**config.mk**
```make
export PLATFORM = sky130hd
export DESIGN_NAME = scaled_glyph_text_rasterizer_flat
export DESIGN_NICKNAME = d
export VERILOG_FILES = /design/src/design/sgtr_pkg.sv /design/src/design/sgtr_text_if.sv /design/src/design/sgtr_rect_if.sv /design/src/design/scaled_glyph_text_rasterizer.sv /design/src/flat_wrapper.sv
export SDC_FILE = /design/constraint.sdc
export NUM_CORES = 1
export LEC_CHECK = 0
export BUFFER_PORTS_ARGS = -buffer_cell sky130_fd_sc_hd__buf_2
export CAP_MARGIN = 5
export CELL_PAD_IN_SITES_DETAIL_PLACEMENT = 1
export CELL_PAD_IN_SITES_GLOBAL_PLACEMENT = 1
export CORE_ASPECT_RATIO = 2
export CORE_MARGIN = 10
export CORE_UTILIZATION = 25
export CTS_BUF_LIST = sky130_fd_sc_hd__clkbuf_2 sky130_fd_sc_hd__clkbuf_4 sky130_fd_sc_hd__clkbuf_8
export CTS_CLUSTER_SIZE = 8
export DETAILED_ROUTE_END_ITERATION = 6
export PLACE_DENSITY = 0.5
export SYNTH_ARGS = -nofsm -noshare
export SYNTH_HDL_FRONTEND = slang
export SYNTH_SLANG_ARGS = --single-unit
export TNS_END_PERCENT = 30
```
**constraint.sdc**
```tcl
create_clock -name clk -period 22.6 [get_ports clk]
set_input_delay 3.39 -clock clk [delete_from_list [all_inputs] [get_ports clk]]
set_output_delay 3.39 -clock clk [all_outputs]
set_load 0.01 [all_outputs]
```
**src/design/sgtr_pkg.sv**
```systemverilog
// Shared constants, types and the control-store program for the glyph rasterizer.
`timescale 1ns / 1ps

package sgtr_pkg;

    // Default geometry of the font cell
    localparam int GLYPH_COLS_DEF   = 5;
    localparam int GLYPH_ROWS_DEF   = 8;
    localparam int CELL_ADVANCE_DEF = 6;

    // Fixed limits
    localparam int RESULT_LIMIT = 40;
    localparam int COORD_LIMIT  = 4096;
    localparam int PITCH_LIMIT  = 8192;
    localparam int PEN_MAX      = 32767;
    localparam int SCALE_MAX    = 15;

    // Field widths
    localparam int PEN_W    = 16;
    localparam int SCALE_W  = 4;
    localparam int COLOR_W  = 32;
    localparam int RECT_XY_W = 12;
    localparam int RECT_WH_W = 4;
    localparam int ADDR_W   = 26;
    localparam int DIM_W    = 13;
    localparam int PITCH_W  = 14;
    localparam int CFG_IDX_W  = 2;
    localparam int CFG_DATA_W = 14;
    localparam int COORD_W  = 18;

    // Configuration register indexes
    localparam logic [CFG_IDX_W-1:0] CFG_SCREEN_WIDTH  = 2'd0;
    localparam logic [CFG_IDX_W-1:0] CFG_SCREEN_HEIGHT = 2'd1;
    localparam logic [CFG_IDX_W-1:0] CFG_ROW_PITCH     = 2'd2;

    // Register reset values
    localparam logic [DIM_W-1:0]   SCREEN_WIDTH_RST  = 13'd640;
    localparam logic [DIM_W-1:0]   SCREEN_HEIGHT_RST = 13'd480;
    localparam logic [PITCH_W-1:0] ROW_PITCH_RST     = 14'd640;

    // Microprogram
    typedef enum logic [1:0] {
        STEP_IDLE,
        STEP_SCAN,
        STEP_FLUSH,
        STEP_ADVANCE
    } step_t;

    typedef enum logic [1:0] {
        OP_LOAD,
        OP_SCAN,
        OP_FLUSH,
        OP_ADVANCE
    } op_t;

    typedef enum logic [1:0] {
        COND_ACCEPT,
        COND_SCAN_END,
        COND_FLUSHED,
        COND_ALWAYS
    } cond_t;

    typedef struct packed {
        op_t   op;
        cond_t cond;
        step_t jump;
    } ctrl_word_t;

    // Control store: a step holds until its condition is met, then jumps
    function automatic ctrl_word_t ucode_rom(input step_t step);
        ctrl_word_t w;
        case (step)
            STEP_IDLE:    w = '{op: OP_LOAD,    cond: COND_ACCEPT,   jump: STEP_SCAN};
            STEP_SCAN:    w = '{op: OP_SCAN,    cond: COND_SCAN_END, jump: STEP_FLUSH};
            STEP_FLUSH:   w = '{op: OP_FLUSH,   cond: COND_FLUSHED,  jump: STEP_ADVANCE};
            STEP_ADVANCE: w = '{op: OP_ADVANCE, cond: COND_ALWAYS,   jump: STEP_IDLE};
            default:      w = '{op: OP_LOAD,    cond: COND_ALWAYS,   jump: STEP_IDLE};
        endcase
        return w;
    endfunction

endpackage

```
**src/design/sgtr_text_if.sv**
```systemverilog
// Character input channel: valid/ready handshake with the character payload.
`timescale 1ns / 1ps

interface sgtr_text_if #(
    parameter int GLYPH_COLS = sgtr_pkg::GLYPH_COLS_DEF
);
    import sgtr_pkg::*;

    logic                          valid;
    logic                          ready;
    logic                          start_text;
    logic signed [PEN_W-1:0]       start_x;
    logic signed [PEN_W-1:0]       start_y;
    logic [SCALE_W-1:0]            char_scale;
    logic [8*GLYPH_COLS-1:0]       glyph_columns;
    logic [COLOR_W-1:0]            ink_color;

    modport source (
        output valid, start_text, start_x, start_y, char_scale, glyph_columns, ink_color,
        input  ready
    );

    modport sink (
        input  valid, start_text, start_x, start_y, char_scale, glyph_columns, ink_color,
        output ready
    );
endinterface

```
**src/design/sgtr_rect_if.sv**
```systemverilog
// Rectangle output channel: valid/ready handshake with the fill rectangle payload.
`timescale 1ns / 1ps

interface sgtr_rect_if;
    import sgtr_pkg::*;

    logic                  valid;
    logic                  ready;
    logic [RECT_XY_W-1:0]  rect_x;
    logic [RECT_XY_W-1:0]  rect_y;
    logic [RECT_WH_W-1:0]  rect_w;
    logic [RECT_WH_W-1:0]  rect_h;
    logic [ADDR_W-1:0]     start_address;
    logic [COLOR_W-1:0]    rect_color;
    logic                  last_rect;

    modport source (
        output valid, rect_x, rect_y, rect_w, rect_h, start_address, rect_color, last_rect,
        input  ready
    );

    modport sink (
        input  valid, rect_x, rect_y, rect_w, rect_h, start_address, rect_color, last_rect,
        output ready
    );
endinterface

```
**src/design/scaled_glyph_text_rasterizer.sv**
```systemverilog
// Scaled glyph text rasterizer: turns one glyph bitmap per transaction into clipped fill rectangles.
`timescale 1ns / 1ps

// Each input transaction carries one character as GLYPH_COLS columns of eight
// bits (bit 0 at the top); start_text first loads pen x/y and the scale (0 taken
// as 1). Every set bit yields one scale-by-scale cell, clipped to the screen,
// and each surviving cell leaves as one rectangle transaction, columns outer and
// rows inner, the last one of the character flagged by last_rect; at most 40 per
// character. Afterwards pen x advances by CELL_ADVANCE*scale, saturating at 32767.
// A small control store steps the datapath: one cell is examined per clock while
// the scan runs, except when a new hit finds a rectangle already held back and
// the rectangle sink holds ready low on the output register; then the scan stalls.
// Cells pass the single clip unit; a load step precedes the scan, flush and advance follow.
// The rectangle output is registered and one further rectangle is held back, so
// that the last one can be marked. The next character is taken while the final
// rectangle of the previous one still waits in the output register.
// Configuration writes (cfg_we, cfg_index, cfg_data) take effect at once and are
// meant to be made only while the block is idle.

module scaled_glyph_text_rasterizer #(
    parameter int GLYPH_COLS   = sgtr_pkg::GLYPH_COLS_DEF,
    parameter int GLYPH_ROWS   = sgtr_pkg::GLYPH_ROWS_DEF,
    parameter int CELL_ADVANCE = sgtr_pkg::CELL_ADVANCE_DEF
) (
    input  logic                             clk,
    input  logic                             rst_n,
    input  logic                             cfg_we,
    input  logic [sgtr_pkg::CFG_IDX_W-1:0]   cfg_index,
    input  logic [sgtr_pkg::CFG_DATA_W-1:0]  cfg_data,
    sgtr_text_if.sink                        text_in,
    sgtr_rect_if.source                      rect_out
);
    import sgtr_pkg::*;

    localparam int GW      = 8 * GLYPH_COLS;
    localparam int COL_W   = $clog2(GLYPH_COLS + 1);
    localparam int ROW_W   = $clog2(GLYPH_ROWS + 1);
    localparam int OFF_MAX = ((GLYPH_COLS > GLYPH_ROWS) ? GLYPH_COLS : GLYPH_ROWS) * SCALE_MAX;
    localparam int OFF_W   = $clog2(OFF_MAX + 1);
    localparam int CNT_W   = $clog2(RESULT_LIMIT + 1);

    // Sequencer
    step_t      step_reg, step_next;
    ctrl_word_t ctrl;
    logic       cond_true;

    // Configuration
    logic [DIM_W-1:0]   scr_w_reg, scr_w_next;
    logic [DIM_W-1:0]   scr_h_reg, scr_h_next;
    logic [PITCH_W-1:0] pitch_reg, pitch_next;

    // Pen state
    logic signed [PEN_W-1:0] pen_x_reg, pen_x_next;
    logic signed [PEN_W-1:0] pen_y_reg, pen_y_next;
    logic [SCALE_W-1:0]      scale_reg, scale_next;

    // Scan state
    logic [GW-1:0]      glyph_reg, glyph_next;
    logic [7:0]         col_bits_reg, col_bits_next;
    logic [COLOR_W-1:0] color_reg, color_next;
    logic [COL_W-1:0]   col_cnt_reg, col_cnt_next;
    logic [ROW_W-1:0]   row_cnt_reg, row_cnt_next;
    logic [OFF_W-1:0]   col_off_reg, col_off_next;
    logic [OFF_W-1:0]   row_off_reg, row_off_next;
    logic [CNT_W-1:0]   count_reg, count_next;

    // Held-back rectangle
    logic                 pend_valid_reg, pend_valid_next;
    logic [RECT_XY_W-1:0] pend_x_reg, pend_x_next;
    logic [RECT_XY_W-1:0] pend_y_reg, pend_y_next;
    logic [RECT_WH_W-1:0] pend_w_reg, pend_w_next;
    logic [RECT_WH_W-1:0] pend_h_reg, pend_h_next;

    // Output register
    logic                 out_valid_reg, out_valid_next;
    logic [RECT_XY_W-1:0] out_x_reg, out_x_next;
    logic [RECT_XY_W-1:0] out_y_reg, out_y_next;
    logic [RECT_WH_W-1:0] out_w_reg, out_w_next;
    logic [RECT_WH_W-1:0] out_h_reg, out_h_next;
    logic [ADDR_W-1:0]    out_addr_reg, out_addr_next;
    logic [COLOR_W-1:0]   out_color_reg, out_color_next;
    logic                 out_last_reg, out_last_next;

    // Clip datapath
    logic [DIM_W-1:0]          wlim, hlim;
    logic [PITCH_W-1:0]        pitch_lim;
    logic signed [COORD_W-1:0] pen_x_s, pen_y_s, col_off_s, row_off_s, scale_s;
    logic signed [COORD_W-1:0] wlim_s, hlim_s;
    logic signed [COORD_W-1:0] cx, cy, x0, y0, x1, y1, x1_raw, y1_raw;
    logic signed [COORD_W-1:0] adv, pen_max_s;
    logic [COORD_W-1:0]        x_span, y_span;
    logic                      cell_vis, cell_hit, out_busy, last_row, last_cell;
    logic                      scan_stall, limit_hit, in_take;
    logic [SCALE_W-1:0]        load_scale;

    assign ctrl = ucode_rom(step_reg);

    assign wlim      = (scr_w_reg > DIM_W'(COORD_LIMIT)) ? DIM_W'(COORD_LIMIT) : scr_w_reg;
    assign hlim      = (scr_h_reg > DIM_W'(COORD_LIMIT)) ? DIM_W'(COORD_LIMIT) : scr_h_reg;
    assign pitch_lim = (pitch_reg > PITCH_W'(PITCH_LIMIT)) ? PITCH_W'(PITCH_LIMIT) : pitch_reg;

    assign pen_x_s   = COORD_W'(pen_x_reg);
    assign pen_y_s   = COORD_W'(pen_y_reg);
    assign col_off_s = signed'(COORD_W'(col_off_reg));
    assign row_off_s = signed'(COORD_W'(row_off_reg));
    assign scale_s   = signed'(COORD_W'(scale_reg));
    assign wlim_s    = signed'(COORD_W'(wlim));
    assign hlim_s    = signed'(COORD_W'(hlim));
    assign pen_max_s = signed'(COORD_W'(PEN_MAX));

    // Current cell, intersected with the screen
    assign cx     = pen_x_s + col_off_s;
    assign cy     = pen_y_s + row_off_s;
    assign x1_raw = cx + scale_s;
    assign y1_raw = cy + scale_s;
    assign x0     = cx[COORD_W-1] ? '0 : cx;
    assign y0     = cy[COORD_W-1] ? '0 : cy;
    assign x1     = (x1_raw > wlim_s) ? wlim_s : x1_raw;
    assign y1     = (y1_raw > hlim_s) ? hlim_s : y1_raw;
    assign x_span = COORD_W'(x1 - x0);
    assign y_span = COORD_W'(y1 - y0);

    assign cell_vis  = (x1 > x0) && (y1 > y0);
    assign limit_hit = (count_reg == CNT_W'(RESULT_LIMIT));
    assign cell_hit  = col_bits_reg[0] && cell_vis && !limit_hit;
    assign out_busy  = out_valid_reg && !rect_out.ready;
    // A new hit must push the held rectangle out first
    assign scan_stall = cell_hit && pend_valid_reg && out_busy;
    assign last_row   = (row_cnt_reg == ROW_W'(GLYPH_ROWS - 1));
    assign last_cell  = last_row && (col_cnt_reg == COL_W'(GLYPH_COLS - 1));

    assign adv = pen_x_s + signed'(COORD_W'(scale_reg * CELL_ADVANCE));

    assign in_take    = (ctrl.op == OP_LOAD) && text_in.valid;
    assign load_scale = (text_in.char_scale == '0) ? SCALE_W'(1) : text_in.char_scale;

    always_comb
    begin
        case (ctrl.cond)
            COND_ACCEPT:   cond_true = text_in.valid;
            COND_SCAN_END: cond_true = limit_hit || (last_cell && !scan_stall);
            COND_FLUSHED:  cond_true = !pend_valid_reg || !out_busy;
            COND_ALWAYS:   cond_true = 1'b1;
            default:       cond_true = 1'b1;
        endcase
    end

    always_comb
    begin
        step_next       = cond_true ? ctrl.jump : step_reg;
        scr_w_next      = scr_w_reg;
        scr_h_next      = scr_h_reg;
        pitch_next      = pitch_reg;
        pen_x_next      = pen_x_reg;
        pen_y_next      = pen_y_reg;
        scale_next      = scale_reg;
        glyph_next      = glyph_reg;
        col_bits_next   = col_bits_reg;
        color_next      = color_reg;
        col_cnt_next    = col_cnt_reg;
        row_cnt_next    = row_cnt_reg;
        col_off_next    = col_off_reg;
        row_off_next    = row_off_reg;
        count_next      = count_reg;
        pend_valid_next = pend_valid_reg;
        pend_x_next     = pend_x_reg;
        pend_y_next     = pend_y_reg;
        pend_w_next     = pend_w_reg;
        pend_h_next     = pend_h_reg;
        out_valid_next  = out_valid_reg && !rect_out.ready;
        out_x_next      = out_x_reg;
        out_y_next      = out_y_reg;
        out_w_next      = out_w_reg;
        out_h_next      = out_h_reg;
        out_addr_next   = out_addr_reg;
        out_color_next  = out_color_reg;
        out_last_next   = out_last_reg;

        if (cfg_we)
        begin
            case (cfg_index)
                CFG_SCREEN_WIDTH:  scr_w_next = cfg_data[DIM_W-1:0];
                CFG_SCREEN_HEIGHT: scr_h_next = cfg_data[DIM_W-1:0];
                CFG_ROW_PITCH:     pitch_next = cfg_data[PITCH_W-1:0];
                default:           ;
            endcase
        end

        case (ctrl.op)
            OP_LOAD:
            begin
                if (in_take)
                begin
                    glyph_next    = GW'(text_in.glyph_columns);
                    col_bits_next = glyph_next[7:0];
                    color_next    = text_in.ink_color;
                    col_cnt_next  = '0;
                    row_cnt_next  = '0;
                    col_off_next  = '0;
                    row_off_next  = '0;
                    count_next    = '0;
                    if (text_in.start_text)
                    begin
                        pen_x_next = text_in.start_x;
                        pen_y_next = text_in.start_y;
                        scale_next = load_scale;
                    end
                end
            end
            OP_SCAN:
            begin
                if (!scan_stall && !limit_hit)
                begin
                    if (cell_hit)
                    begin
                        if (pend_valid_reg)
                        begin
                            out_valid_next = 1'b1;
                            out_last_next  = 1'b0;
                        end
                        pend_valid_next = 1'b1;
                        pend_x_next     = x0[RECT_XY_W-1:0];
                        pend_y_next     = y0[RECT_XY_W-1:0];
                        pend_w_next     = x_span[RECT_WH_W-1:0];
                        pend_h_next     = y_span[RECT_WH_W-1:0];
                        count_next      = count_reg + CNT_W'(1);
                    end
                    if (last_row)
                    begin
                        row_cnt_next  = '0;
                        row_off_next  = '0;
                        col_cnt_next  = col_cnt_reg + COL_W'(1);
                        col_off_next  = col_off_reg + OFF_W'(scale_reg);
                        glyph_next    = glyph_reg >> 8;
                        col_bits_next = glyph_next[7:0];
                    end
                    else
                    begin
                        row_cnt_next  = row_cnt_reg + ROW_W'(1);
                        row_off_next  = row_off_reg + OFF_W'(scale_reg);
                        col_bits_next = col_bits_reg >> 1;
                    end
                end
            end
            OP_FLUSH:
            begin
                if (pend_valid_reg && !out_busy)
                begin
                    out_valid_next  = 1'b1;
                    out_last_next   = 1'b1;
                    pend_valid_next = 1'b0;
                end
            end
            OP_ADVANCE:
            begin
                pen_x_next = (adv > pen_max_s) ? PEN_W'(PEN_MAX) : adv[PEN_W-1:0];
            end
            default: ;
        endcase

        // Load the output register from the held rectangle
        if (out_valid_next && !(out_valid_reg && !rect_out.ready))
        begin
            out_x_next     = pend_x_reg;
            out_y_next     = pend_y_reg;
            out_w_next     = pend_w_reg;
            out_h_next     = pend_h_reg;
            out_addr_next  = ADDR_W'(pend_y_reg) * ADDR_W'(pitch_lim) + ADDR_W'(pend_x_reg);
            out_color_next = color_reg;
        end
    end

    // Control state
    always_ff @(posedge clk or negedge rst_n)
    begin
        if (!rst_n)
        begin
            step_reg       <= STEP_IDLE;
            scr_w_reg      <= SCREEN_WIDTH_RST;
            scr_h_reg      <= SCREEN_HEIGHT_RST;
            pitch_reg      <= ROW_PITCH_RST;
            pen_x_reg      <= '0;
            pen_y_reg      <= '0;
            scale_reg      <= SCALE_W'(1);
            col_cnt_reg    <= '0;
            row_cnt_reg    <= '0;
            col_off_reg    <= '0;
            row_off_reg    <= '0;
            count_reg      <= '0;
            pend_valid_reg <= 1'b0;
            out_valid_reg  <= 1'b0;
        end
        else
        begin
            step_reg       <= step_next;
            scr_w_reg      <= scr_w_next;
            scr_h_reg      <= scr_h_next;
            pitch_reg      <= pitch_next;
            pen_x_reg      <= pen_x_next;
            pen_y_reg      <= pen_y_next;
            scale_reg      <= scale_next;
            col_cnt_reg    <= col_cnt_next;
            row_cnt_reg    <= row_cnt_next;
            col_off_reg    <= col_off_next;
            row_off_reg    <= row_off_next;
            count_reg      <= count_next;
            pend_valid_reg <= pend_valid_next;
            out_valid_reg  <= out_valid_next;
        end
    end

    // Payload
    always_ff @(posedge clk)
    begin
        glyph_reg     <= glyph_next;
        col_bits_reg  <= col_bits_next;
        color_reg     <= color_next;
        pend_x_reg    <= pend_x_next;
        pend_y_reg    <= pend_y_next;
        pend_w_reg    <= pend_w_next;
        pend_h_reg    <= pend_h_next;
        out_x_reg     <= out_x_next;
        out_y_reg     <= out_y_next;
        out_w_reg     <= out_w_next;
        out_h_reg     <= out_h_next;
        out_addr_reg  <= out_addr_next;
        out_color_reg <= out_color_next;
        out_last_reg  <= out_last_next;
    end

    assign text_in.ready          = (ctrl.op == OP_LOAD);
    assign rect_out.valid         = out_valid_reg;
    assign rect_out.rect_x        = out_x_reg;
    assign rect_out.rect_y        = out_y_reg;
    assign rect_out.rect_w        = out_w_reg;
    assign rect_out.rect_h        = out_h_reg;
    assign rect_out.start_address = out_addr_reg;
    assign rect_out.rect_color    = out_color_reg;
    assign rect_out.last_rect     = out_last_reg;

endmodule

```
**src/flat_wrapper.sv**
```systemverilog
// flat-port wrapper written by rule: the top's interface ports become plain ports
module scaled_glyph_text_rasterizer_flat import sgtr_pkg::*;
#(
    parameter int GLYPH_COLS   = sgtr_pkg::GLYPH_COLS_DEF,
    parameter int GLYPH_ROWS   = sgtr_pkg::GLYPH_ROWS_DEF,
    parameter int CELL_ADVANCE = sgtr_pkg::CELL_ADVANCE_DEF
)
  (clk, rst_n, cfg_we, cfg_index, cfg_data, text_in_valid, text_in_start_text, text_in_start_x, text_in_start_y, text_in_char_scale, text_in_glyph_columns, text_in_ink_color, text_in_ready, rect_out_valid, rect_out_rect_x, rect_out_rect_y, rect_out_rect_w, rect_out_rect_h, rect_out_start_address, rect_out_rect_color, rect_out_last_rect, rect_out_ready);
  sgtr_text_if #(.GLYPH_COLS(GLYPH_COLS)) text_in_i ();
  sgtr_rect_if rect_out_i ();
  input  logic clk;
  input  logic rst_n;
  input  logic cfg_we;
  input  logic [sgtr_pkg::CFG_IDX_W-1:0] cfg_index;
  input  logic [sgtr_pkg::CFG_DATA_W-1:0] cfg_data;
  input wire logic [$bits(text_in_i.valid)-1:0] text_in_valid;
  input wire logic [$bits(text_in_i.start_text)-1:0] text_in_start_text;
  input wire logic [$bits(text_in_i.start_x)-1:0] text_in_start_x;
  input wire logic [$bits(text_in_i.start_y)-1:0] text_in_start_y;
  input wire logic [$bits(text_in_i.char_scale)-1:0] text_in_char_scale;
  input wire logic [$bits(text_in_i.glyph_columns)-1:0] text_in_glyph_columns;
  input wire logic [$bits(text_in_i.ink_color)-1:0] text_in_ink_color;
  output wire logic [$bits(text_in_i.ready)-1:0] text_in_ready;
  output wire logic [$bits(rect_out_i.valid)-1:0] rect_out_valid;
  output wire logic [$bits(rect_out_i.rect_x)-1:0] rect_out_rect_x;
  output wire logic [$bits(rect_out_i.rect_y)-1:0] rect_out_rect_y;
  output wire logic [$bits(rect_out_i.rect_w)-1:0] rect_out_rect_w;
  output wire logic [$bits(rect_out_i.rect_h)-1:0] rect_out_rect_h;
  output wire logic [$bits(rect_out_i.start_address)-1:0] rect_out_start_address;
  output wire logic [$bits(rect_out_i.rect_color)-1:0] rect_out_rect_color;
  output wire logic [$bits(rect_out_i.last_rect)-1:0] rect_out_last_rect;
  input wire logic [$bits(rect_out_i.ready)-1:0] rect_out_ready;
  assign text_in_i.valid = text_in_valid;
  assign text_in_i.start_text = text_in_start_text;
  assign text_in_i.start_x = text_in_start_x;
  assign text_in_i.start_y = text_in_start_y;
  assign text_in_i.char_scale = text_in_char_scale;
  assign text_in_i.glyph_columns = text_in_glyph_columns;
  assign text_in_i.ink_color = text_in_ink_color;
  assign text_in_ready = text_in_i.ready;
  assign rect_out_valid = rect_out_i.valid;
  assign rect_out_rect_x = rect_out_i.rect_x;
  assign rect_out_rect_y = rect_out_i.rect_y;
  assign rect_out_rect_w = rect_out_i.rect_w;
  assign rect_out_rect_h = rect_out_i.rect_h;
  assign rect_out_start_address = rect_out_i.start_address;
  assign rect_out_rect_color = rect_out_i.rect_color;
  assign rect_out_last_rect = rect_out_i.last_rect;
  assign rect_out_i.ready = rect_out_ready;
  scaled_glyph_text_rasterizer #(.GLYPH_COLS(GLYPH_COLS), .GLYPH_ROWS(GLYPH_ROWS), .CELL_ADVANCE(CELL_ADVANCE)) u_core (.clk(clk), .rst_n(rst_n), .cfg_we(cfg_we), .cfg_index(cfg_index), .cfg_data(cfg_data), .text_in(text_in_i), .rect_out(rect_out_i));
endmodule
```
==> out/qor.csv, run 1 <==
metric,value,unit
cell area after layout,0.0254,mm2
Setup Buffers After CTS,0,
Starting Density,25.1,%
Netlist cell types,93,
WL final,68.5,mm
Hold Crit Depth,0,
max-cap violations,0,
grt ovf,0,
Max-slew headroom,21.4,%
Hold Worst Slack,0.411,ns
number of flops mapped to enable cells by yosys,195,
placed insts,3349,
RSZ-0062 raised after global routing,no,
initial antenna violation count,8,
TritonCTS Buffers,52,
clock-pin slew on the worst setup and hold paths,0.07,ns
"Net Count, Synth",2454,
min Tclk post-route,10.02,ns
ratio of cells with drive above 1 in the final layout,21.8,%
crit path launch type,flop,
Hold Buf Count CTS,0,
CTS tree,built,
drt wl/cell,19.9,um
Rows,153,
Final ANT Viol Nets,0,
top_reg_cell synth,edfxtp_1,
Tightest Pin Transition,1.17,ns
I/O Buffers,222,
Setup TNS,0,ns
routability cong.,0.818,
Critical Path RT,22.90,ns
Worst Setup SP,u_core.col_off_reg[0],
H-tree Lvls,2,
area grow syn2layout,16.6,%
I/O pins,223,
Final setup viols,0,
"Seq/Total Area, Yosys",39.1,%
first-pass GRT wire length,107,mm
largest net degree at the start of global routing,60,
Ys Warns,0,
nets@finish,2692,
Clock Sinks,302,
worst-skew pair later-pin latency,0.71,ns
reg-to-reg critical path startpoint,u_core.col_off_reg[0],
Multi-input gate area,0.0121,mm2
Iteration-0 DRC Markers,546,
pwr/cell area,161,mW/mm2
Syn Area/Cell,10.9,um2
worst reg2reg path endpoint,u_core.rect_out.rect_y[7],
R2R Setup Slk,12.58,ns
die footprint,0.100,mm2
critical path type,flop to flop,
Crit. End Element,flop,
final hold violation count,0,
maximum VDD drop,0.0919,mV
Mapped Area,0.0218,mm2
critical path's largest stage delay,0.78,ns
CTS max path bufs,3,
asr flop ratio synth,35.4,%
via-per-instance ratio,4.52,
"Gates resized, CTS repair",0,
Die Y,438,um
class of the worst hold path,flop to flop,
DR pass1 iterations,5,
Placed Area,0.0244,mm2
fillers,9922,
hpwl dp,56.4,mm
skew final,0.0582,ns
Mapped Cells,2003,
number of global-route vias before repair,18200,
"non-filler cells, final",3444,
crit path DAT,10.32,ns
"critical path fanouts, max",54,
area taken by flip-flops and latches,0.00854,mm2
period utilization,44.3,%
Yosys reg bits,302,
Fmax,99.8,MHz
"Slew Viols, Final",0,
min-delay src,u_core.color_reg[30],
CORE AREA,0.0869,mm2
Die Wd,229,um
Crit-path slowest cell,a2111oi_0,
DR DRC count,0,
leakage,11.1,nW
total number of vias,15600,
Hold Path End,u_core.rect_out.rect_color[30],
clk root buf,clkbuf_8,
Worst R2R Path Depth,36,
Tot GR Track Use,13.7,%
outcome,"complete, no violations",
-- placed cells by master (no fill, tap or decap), drive strengths merged, types with 10 or more instances in the layout --
cell    netlist  final
xnor2        55     55
nand2       208    208
mux2        108    108
a21o         28     28
nor2b        61     61
o21ai        70     70
a21oi        73     73
or2          10     10
mux2i        13     13
nor2         82     82
fa          141    141
clkbuf       55     70
a211oi       13     13
o21a         16     16
dfrtp        98     98
ha          180    180
nor3         39     39
and2         67     67
nand2b       15     15
edfxtp      195    195
nand4        14     14
o211ai       17     17
xor2         25     25
buf          13    252
nor4         11     11
nand3        27     27
inv         237    238
clkinv        1     18
-- cells by family (layout without fill, tap and decap cells) --
group | Yosys count | in the layout | synth area share [%]
simple gates | 577 | 577 | 13.4
buf+inv | 306 | 583 | 5.38
other cells | 0 | 2 | 0
mux | 121 | 121 | 6.32
xor+xnor | 80 | 80 | 3.24
compound gates | 296 | 296 | 9.32
fa+ha+maj | 321 | 321 | 23.2
flops | 302 | 302 | 39.1
-- per-layer routing --
metal  track usage [%]  vias to the layer above  share of wire [%]
met1              12.9                     7868                 34
met3              2.68                       89                4.3
li1                  -                     7348                  -
met4              4.60                        8                2.8
met2              28.2                      267                 58
met5                 0                        -              0.085
-- metrics by stage --
stage / setup slack, ns / util [%] / power, mW
after global routing: 11.87 / 29.3 / 4.53
after CTS: 12.40 / 29.3 / 4.21
after global placement: 12.59 / 28.0 / 3.56
after detailed placement: 12.52 / 28.0 / 3.64
final: 12.58 / 29.3 / 4.10
after floorplan: 8.81 / - / 2.82
-- synth_stat cells (all sizes together), types with 25 or more instances --
cell type	n	area (um2)
nand3	27	140
xor2	25	219
a21oi	73	365
edfxtp	195	5860
xnor2	55	489
a21o	28	210
mux2	108	1250
nor2	82	308
o21ai	70	362
nand2	208	781
ha	180	2250
nor3	39	216
dfrtp	98	2450
fa	141	2820
nor2b	61	384
inv	237	890
clkbuf	55	206
and2	67	419
-- power by group --
| part | leakage, nW | internal, mW | switching (mW) | total (mW) |
|---|---|---|---|---|
| sequential | 3.09 | 0.859 | 0.113 | 0.972 |
| combinational | 7.48 | 1.06 | 1.53 | 2.59 |
| clock | 0.558 | 0.282 | 0.252 | 0.534 |
| total | 11.1 | 2.20 | 1.90 | 4.10 |
-- worst max-delay path: cells and delay by family (launching register included) --
family	cells	cell delay, ns
AOI/OAI and AO/OA	16	3.57
xor gates and xnor gates	1	0.18
adders and majority gates	5	1.71
buffers and inverters	6	1.83
DFF	1	0.40
muxes	1	0.38
and+or+nand+nor	7	1.37
-- final cells by class --
type	count	share of cell area [%]
clock buffer	70	3.37
inverter	238	3.51
antenna	2	0.0197
tap	1162	5.71
clock inverter	23	0.826
sequential	302	33.6
multi-input combinational	1395	47.7
timing repair buffer	252	5.26
-- worst max-delay path by stage --
stage / end / slack, ns / cells past startpoint
finish: u_core.rect_out.rect_y[7] / 12.58 / 36
global route: u_core.rect_out.rect_y[7] / 11.87 / 35
CTS: u_core.rect_out.rect_y[7] / 12.40 / 35
detailed placement: u_core.rect_out.rect_h[0] / 12.52 / 36
global placement: u_core.rect_out.rect_h[0] / 12.59 / 35
floorplan: u_core.rect_out.rect_color[0] / 8.81 / 33
(Power assumes the default switching activity.)
==> run 2: changes to the inputs <==
--- a/config.mk
+++ b/config.mk
@@ -15,7 +15,7 @@
 export CTS_BUF_LIST = sky130_fd_sc_hd__clkbuf_2 sky130_fd_sc_hd__clkbuf_4 sky130_fd_sc_hd__clkbuf_8
 export CTS_CLUSTER_SIZE = 8
 export DETAILED_ROUTE_END_ITERATION = 6
-export PLACE_DENSITY = 0.5
+export PLACE_DENSITY = 0.52
 export SYNTH_ARGS = -nofsm -noshare
 export SYNTH_HDL_FRONTEND = slang
 export SYNTH_SLANG_ARGS = --single-unit
==> constraint.sdc (replaced) <==
create_clock -name clk -period 8.3 [get_ports clk]
set_input_delay 1.245 -clock clk [delete_from_list [all_inputs] [get_ports clk]]
set_output_delay 1.245 -clock clk [all_outputs]
set_load 0.01 [all_outputs]
==> out/qor.csv, run 2 (synthesized netlist as in run 1, its figures left out) <==
metric,value,unit,change
drt wl/cell,20.1,um,was 19.9 um
met2 usage,28.3,%,was 28.2%
clock-pin slew on the worst setup and hold paths,0.07,ns,about the same
R2R Setup Slk,0.48,ns,was 12.58 ns
critical path's largest stage delay,0.48,ns,was 0.78 ns
"critical path fanouts, max",15,,was 54
period utilization,94.2,%,was 44.3%
maximum VDD drop,0.261,mV,was 0.0919 mV
"delay-heaviest family, CP",compound AO/OA/AOI/OAI gates,,unchanged
Final setup viols,0,,unchanged
reg-to-reg critical path startpoint,u_core.row_off_reg[0],,was u_core.col_off_reg[0]
crit path DAT,8.18,ns,was 10.32 ns
CTS tree,built,,unchanged
Crit. End Element,flop,,unchanged
Placed Area,0.0247,mm2,was 0.0244 mm2
Hold Worst Slack,0.413,ns,was 0.411 ns
grt ovf,0,,unchanged
CP bufs+invs,3,,was 6
placed insts,3369,,"was 3,349"
Rows,153,,unchanged
Fmax,128,MHz,was 99.8 MHz
Hold Crit Depth,0,,unchanged
crit path launch type,flop,,unchanged
max-cap violations,0,,unchanged
GR peak layer,met2,,unchanged
WL final,69.7,mm,was 68.5 mm
Critical Path RT,8.66,ns,was 22.90 ns
final hold violation count,0,,unchanged
Hold Path End,u_core.rect_out.rect_color[6],,was u_core.rect_out.rect_color[30]
hpwl dp,57.2,mm,was 56.4 mm
most frequent cells in the layout,"inv_1, buf_2, nand2_1",,unchanged
skew final,0.0419,ns,was 0.0582 ns
H-tree Lvls,2,,unchanged
min Tclk post-route,7.82,ns,was 10.02 ns
"most common cell after layout, fill and taps aside",inv_1,,unchanged
initial antenna violation count,7,,was 8
first-pass GRT wire length,108,mm,was 107 mm
largest net degree at the start of global routing,72,,was 60
ratio of cells with drive above 1 in the final layout,23.7,%,was 21.8%
Iteration-0 DRC Markers,448,,was 546
"Slew Viols, Final",0,,unchanged
via-per-instance ratio,4.55,,was 4.52
met1 Resource Use GR,13.1,%,was 12.9%
CORE AREA,0.0869,mm2,unchanged
min-delay src,u_core.color_reg[6],,was u_core.color_reg[30]
total number of vias,15800,,"was 15,600"
CTS max path bufs,3,,unchanged
worst-skew pair later-pin latency,0.69,ns,was 0.71 ns
routability cong.,0.868,,was 0.818
I/O Buffers,222,,unchanged
Tightest Pin Transition,1.19,ns,was 1.17 ns
DR DRC count,0,,unchanged
Final WS setup,0.483,ns,was 12.58 ns
critical path type,flop to flop,,unchanged
outcome,"complete, no violations",,unchanged
number of global-route vias before repair,18300,,"was 18,200"
DR pass1 iterations,4,,was 5
dpl ws,0.278,ns,was 12.52 ns
GR Util met3,2.49,%,was 2.68%
clk root buf,clkbuf_8,,unchanged
worst reg2reg path endpoint,u_core.rect_out.rect_y[7],,unchanged
Crit-path slowest cell,o41a_4,,was a2111oi_0
cell area after layout,0.0259,mm2,was 0.0254 mm2
Worst R2R Path Depth,33,,was 36
die footprint,0.100,mm2,unchanged
pwr/cell area,447,mW/mm2,was 161 mW/mm2
Clock Sinks,302,,unchanged
Die Y,438,um,unchanged
Die Wd,229,um,unchanged
nets@finish,2715,,"was 2,692"
class of the worst hold path,flop to flop,,unchanged
Tot GR Track Use,13.8,%,was 13.7%
Max-slew headroom,20.1,%,was 21.4%
"non-filler cells, final",3469,,"was 3,444"
I/O pins,223,,unchanged
leakage,11.3,nW,was 11.1 nW
TritonCTS Buffers,51,,was 52
final total power,11.6,mW,was 4.10 mW
area grow syn2layout,18.8,%,was 16.6%
Final ANT Viol Nets,0,,unchanged
stages on the worst setup path,33,,was 36
final core occ,29.8,%,was 29.3%
Starting Density,25.1,%,unchanged
Setup TNS,0,ns,unchanged
## run 2: what timing repair did
item / 4_1_cts / 5_1_grt
hold buffers: 0 / 0
buffers inserted: 0 / 3
endpoints found under the setup margin: 0 / 160
gates resized for setup: 0 / 9
## run 2: power breakdown
group | leakage, nW | switching, mW | internal (mW)
sequential | 3.09 | 0.297 | 2.34
clock | 0.591 | 0.676 | 0.846
combinational | 7.64 | 4.33 | 3.10
## run 2: final cells by class
type	count	area (um2)
clock buffers	75	888
repair buffers	276	1600
clock inverters	18	226
fillers	9974	61000
well taps	1162	1450
multi-input cells	1395	12300
diodes	3	7.51
inverters	238	893
flip-flops and latches	302	8550
## run 2: how the worst max path moves through the flow
| stage | start | to | slack (ns) |
|---|---|---|---|
| global route | u_core.row_off_reg[0] | u_core.row_off_reg[5] | -0.04 |
| CTS | u_core.row_off_reg[1] | u_core.rect_out.rect_h[0] | 0.22 |
| global placement | u_core.row_off_reg[1] | u_core.rect_out.rect_x[0] | 0.42 |
| detailed placement | u_core.row_off_reg[1] | u_core.rect_out.rect_x[0] | 0.28 |
| finish | u_core.row_off_reg[0] | u_core.rect_out.rect_y[7] | 0.48 |
| floorplan | u_core.row_off_reg[0] | u_core.rect_out.rect_color[0] | -0.56 |
## run 2: worst register-to-register path: cells and delay by family, from the launching register on
| kind | cells | cell delay [ns] |
|---|---|---|
| mux | 2 | 0.56 |
| simple gates | 8 | 1.40 |
| buf+inv | 3 | 0.56 |
| xor+xnor | 1 | 0.17 |
| compound gates | 15 | 3.16 |
| flops | 1 | 0.42 |
| fa+ha+maj | 4 | 1.20 |
## run 2: layer usage
| layer | share of wire (%) | routed length [um] | up-vias |
|---|---|---|---|
| met3 | 4.0 | 2770 | 107 |
| met1 | 34 | 24000 | 7995 |
| met5 | 0.069 | 48 | - |
| li1 | - | - | 7397 |
| met4 | 3.7 | 2570 | 8 |
| met2 | 58 | 40300 | 290 |
==> run 3: changes to the inputs <==
--- a/config.mk
+++ b/config.mk
@@ -5,6 +5,7 @@
 export SDC_FILE = /design/constraint.sdc
 export NUM_CORES = 1
 export LEC_CHECK = 0
+export ABC_AREA = 1
 export BUFFER_PORTS_ARGS = -buffer_cell sky130_fd_sc_hd__buf_2
 export CAP_MARGIN = 5
 export CELL_PAD_IN_SITES_DETAIL_PLACEMENT = 1
@@ -15,7 +16,7 @@
 export CTS_BUF_LIST = sky130_fd_sc_hd__clkbuf_2 sky130_fd_sc_hd__clkbuf_4 sky130_fd_sc_hd__clkbuf_8
 export CTS_CLUSTER_SIZE = 8
 export DETAILED_ROUTE_END_ITERATION = 6
-export PLACE_DENSITY = 0.52
+export PLACE_DENSITY = 0.53
 export SYNTH_ARGS = -nofsm -noshare
 export SYNTH_HDL_FRONTEND = slang
 export SYNTH_SLANG_ARGS = --single-unit
==> out/qor.csv, run 3 <==
metric,value,unit,change
Die Y,441,um,was 438 um
Tightest Pin Transition,1.08,ns,was 1.19 ns
total number of vias,17700,,"was 15,800"
Clock Sinks,302,,unchanged
drt wl/cell,18.5,um,was 20.1 um
Tot GR Track Use,14.4,%,was 13.8%
Rows,154,,was 153
min Tclk post-route,7.56,ns,was 7.82 ns
placed insts,3854,,"was 3,369"
Setup TNS,0,ns,unchanged
largest family of logic cells by synthesized area,adder cells,,unchanged
hpwl dp,60.7,mm,was 57.2 mm
Mapped Cells,2498,,"was 2,003"
Yosys reg bits,302,,unchanged
first-pass GRT wire length,114,mm,was 108 mm
Die Wd,230,um,was 229 um
DR DRC count,0,,unchanged
Mapped Area,0.0221,mm2,was 0.0218 mm2
Max-slew headroom,27.4,%,was 20.1%
period utilization,91.1,%,was 94.2%
WL final,72.9,mm,was 69.7 mm
Crit-path slowest cell,nand4_1,,was o41a_4
initial antenna violation count,11,,was 7
most frequent cells in the layout,"nand2_1, inv_1, buf_2",,"was inv_1, buf_2, nand2_1"
die footprint,0.102,mm2,was 0.100 mm2
leakage,12.5,nW,was 11.3 nW
number of global-route vias before repair,20300,,"was 18,300"
final hold violation count,0,,unchanged
top_reg_cell synth,edfxtp_1,,unchanged
share of the synthesized area in the top cell type,26.5,%,was 26.8%
DR pass1 iterations,4,,unchanged
crit path launch type,flop,,unchanged
outcome,"complete, no violations",,unchanged
Final ANT Viol Nets,0,,unchanged
I/O pins,223,,unchanged
Ys Warns,0,,unchanged
CORE AREA,0.0881,mm2,was 0.0869 mm2
Post-Synth XOR/XNOR Area,3.20,%,was 3.24%
number of flops mapped to enable cells by yosys,195,,unchanged
"Net Count, Synth",2949,,"was 2,454"
"non-filler cells, final",3947,,"was 3,469"
largest net degree at the start of global routing,65,,was 72
via-per-instance ratio,4.48,,was 4.55
maximum VDD drop,0.144,mV,was 0.261 mV
CTS tree,built,,unchanged
"Seq/Total Area, Yosys",38.6,%,was 39.1%
RSZ-0062 raised after global routing,no,,
"critical path fanouts, max",52,,was 15
Synth Area in Compound Gates,6.13,%,was 9.32%
grt ovf,0,,unchanged
post-synthesis mux area share,0.407,%,was 6.32%
TritonCTS Buffers,51,,unchanged
Syn Area/Cell,8.86,um2,was 10.9 um2
Starting Density,25.1,%,about the same
crit path DAT,7.89,ns,was 8.18 ns
"Slew Viols, Final",0,,unchanged
final total power,9.62,mW,was 11.6 mW
Iteration-0 DRC Markers,455,,was 448
routability cong.,0.887,,was 0.868
CTS max path bufs,3,,unchanged
H-tree Lvls,2,,unchanged
skew final,0.0343,ns,was 0.0419 ns
adder-cell share of the synthesized area,22.9,%,was 23.2%
Final setup viols,0,,unchanged
pwr/cell area,373,mW/mm2,was 447 mW/mm2
area grow syn2layout,16.5,%,was 18.8%
clk root buf,clkbuf_8,,unchanged
CP bufs+invs,5,,was 3
synthesized-area fraction occupied by and/or/nand/nor cells,20.1,%,was 13.4%
"most common cell after layout, fill and taps aside",nand2_1,,was inv_1
Critical Path RT,8.62,ns,was 8.66 ns
Crit. End Element,flop,,unchanged
ratio of cells with drive above 1 in the final layout,14.7,%,was 23.7%
nets@finish,3189,,"was 2,715"
Hold Worst Slack,0.415,ns,was 0.413 ns
asr flop ratio synth,35.4,%,unchanged
critical path's largest stage delay,0.52,ns,was 0.48 ns
"area leader, netlist",edfxtp_1,,unchanged
Fmax,132,MHz,was 128 MHz
critical path type,flop to flop,,unchanged
Netlist cell types,55,,was 93
class of the worst hold path,flop to flop,,unchanged
I/O Buffers,222,,unchanged
worst-skew pair later-pin latency,0.68,ns,was 0.69 ns
Critical Path Most Common Cell,nand2_1,,
top post-synthesis cells by area,"edfxtp_1, fa_1, dfrtp_1",,unchanged
commonest cells in the netlist,"nand2_1, inv_1, nor2_1",,"was inv_1, nand2_1, edfxtp_1"
"delay-heaviest family, CP",simple AND/OR/NAND/NOR gates,,was compound AO/OA/AOI/OAI gates
clock-pin slew on the worst setup and hold paths,0.07,ns,about the same
max-cap violations,0,,unchanged
most frequent cell after synthesis,nand2_1,,was inv_1
-- run 3: changes by cell type in the layout (fill, tap and decap cells not counted), moves of 60 or more --
cell,delta
mux2_2,-91
and2_1,-66
nor2_1,+124
nor2b_1,-60
inv_1,+185
nand2_1,+434
-- run 3: final timing paths --
check                                 startpoint                        endpoint  depth (start not counted)  slack (ns)
min                         u_core.color_reg[11]  u_core.rect_out.rect_color[11]                          0        0.42
max                        u_core.row_off_reg[0]  u_core.rect_out.rect_color[20]                         41        0.74
max reg2reg                u_core.row_off_reg[0]  u_core.rect_out.rect_color[20]                         41        0.74
min reg2reg                 u_core.color_reg[11]  u_core.rect_out.rect_color[11]                          0        0.42
max in group asynchronous                  rst_n            u_core.pen_y_reg[12]                          2        6.39
min in group asynchronous                  rst_n             u_core.pen_x_reg[5]                          1        0.65
-- run 3: cells by family (layout without fill, tap and decap cells) --
family                   count (synthesis)  after routing
AO/OA/AOI/OAI                          240            240
XOR/XNOR                                81             81
adder cells (fa/ha/maj)                321            321
buffers and inverters                  495            771
flip-flops                             302            302
multiplexers                             8              8
other                                    0              3
AND/OR/NAND/NOR                       1051           1051
-- run 3: repair_timing --
item | CTS | global route
setup buffers | 0 | 1
gates resized for setup | 0 | 3
setup endpoints to repair | 0 | 182
hold buffers | 0 | 0
-- run 3: routing by layer --
| layer | GRT usage (%) | part of all wire, % |
|---|---|---|
| met4 | 6.22 | 4.2 |
| met2 | 29.1 | 56 |
| met1 | 13.7 | 35 |
| met3 | 2.60 | 4.0 |
| met5 | 0 | 0.19 |
-- run 3: final cells by class --
cell class,instances,area [um2]
Inverter,434,1630
Timing Repair Buffer,248,1360
Clock inverter,11,98.8
Sequential cell,302,8540
Multi-Input combinational cell,1701,11700
Antenna cell,3,7.51
Fill cell,10500,62300
Clock buffer,78,967
Tap cell,1170,1460
-- run 3: where the power goes --
group	internal, mW	switching [mW]	leakage, nW
Sequential	2.32	0.294	3.13
Clock	0.773	0.657	0.564
Combinational	1.96	3.62	8.84
-- run 3: metrics by stage --
| stage | setup slack (ns) | cell area (um2) | utilization (%) |
|---|---|---|---|
| finish | 0.736 | 25800 | 29.3 |
| global route | 0.0550 | 25800 | 29.3 |
| CTS | 0.209 | 25700 | 29.2 |
| detailed placement | 0.282 | 24700 | 28.0 |
| global placement | 0.346 | 24700 | 28.0 |
| floorplan | 0.262 | 22200 | - |
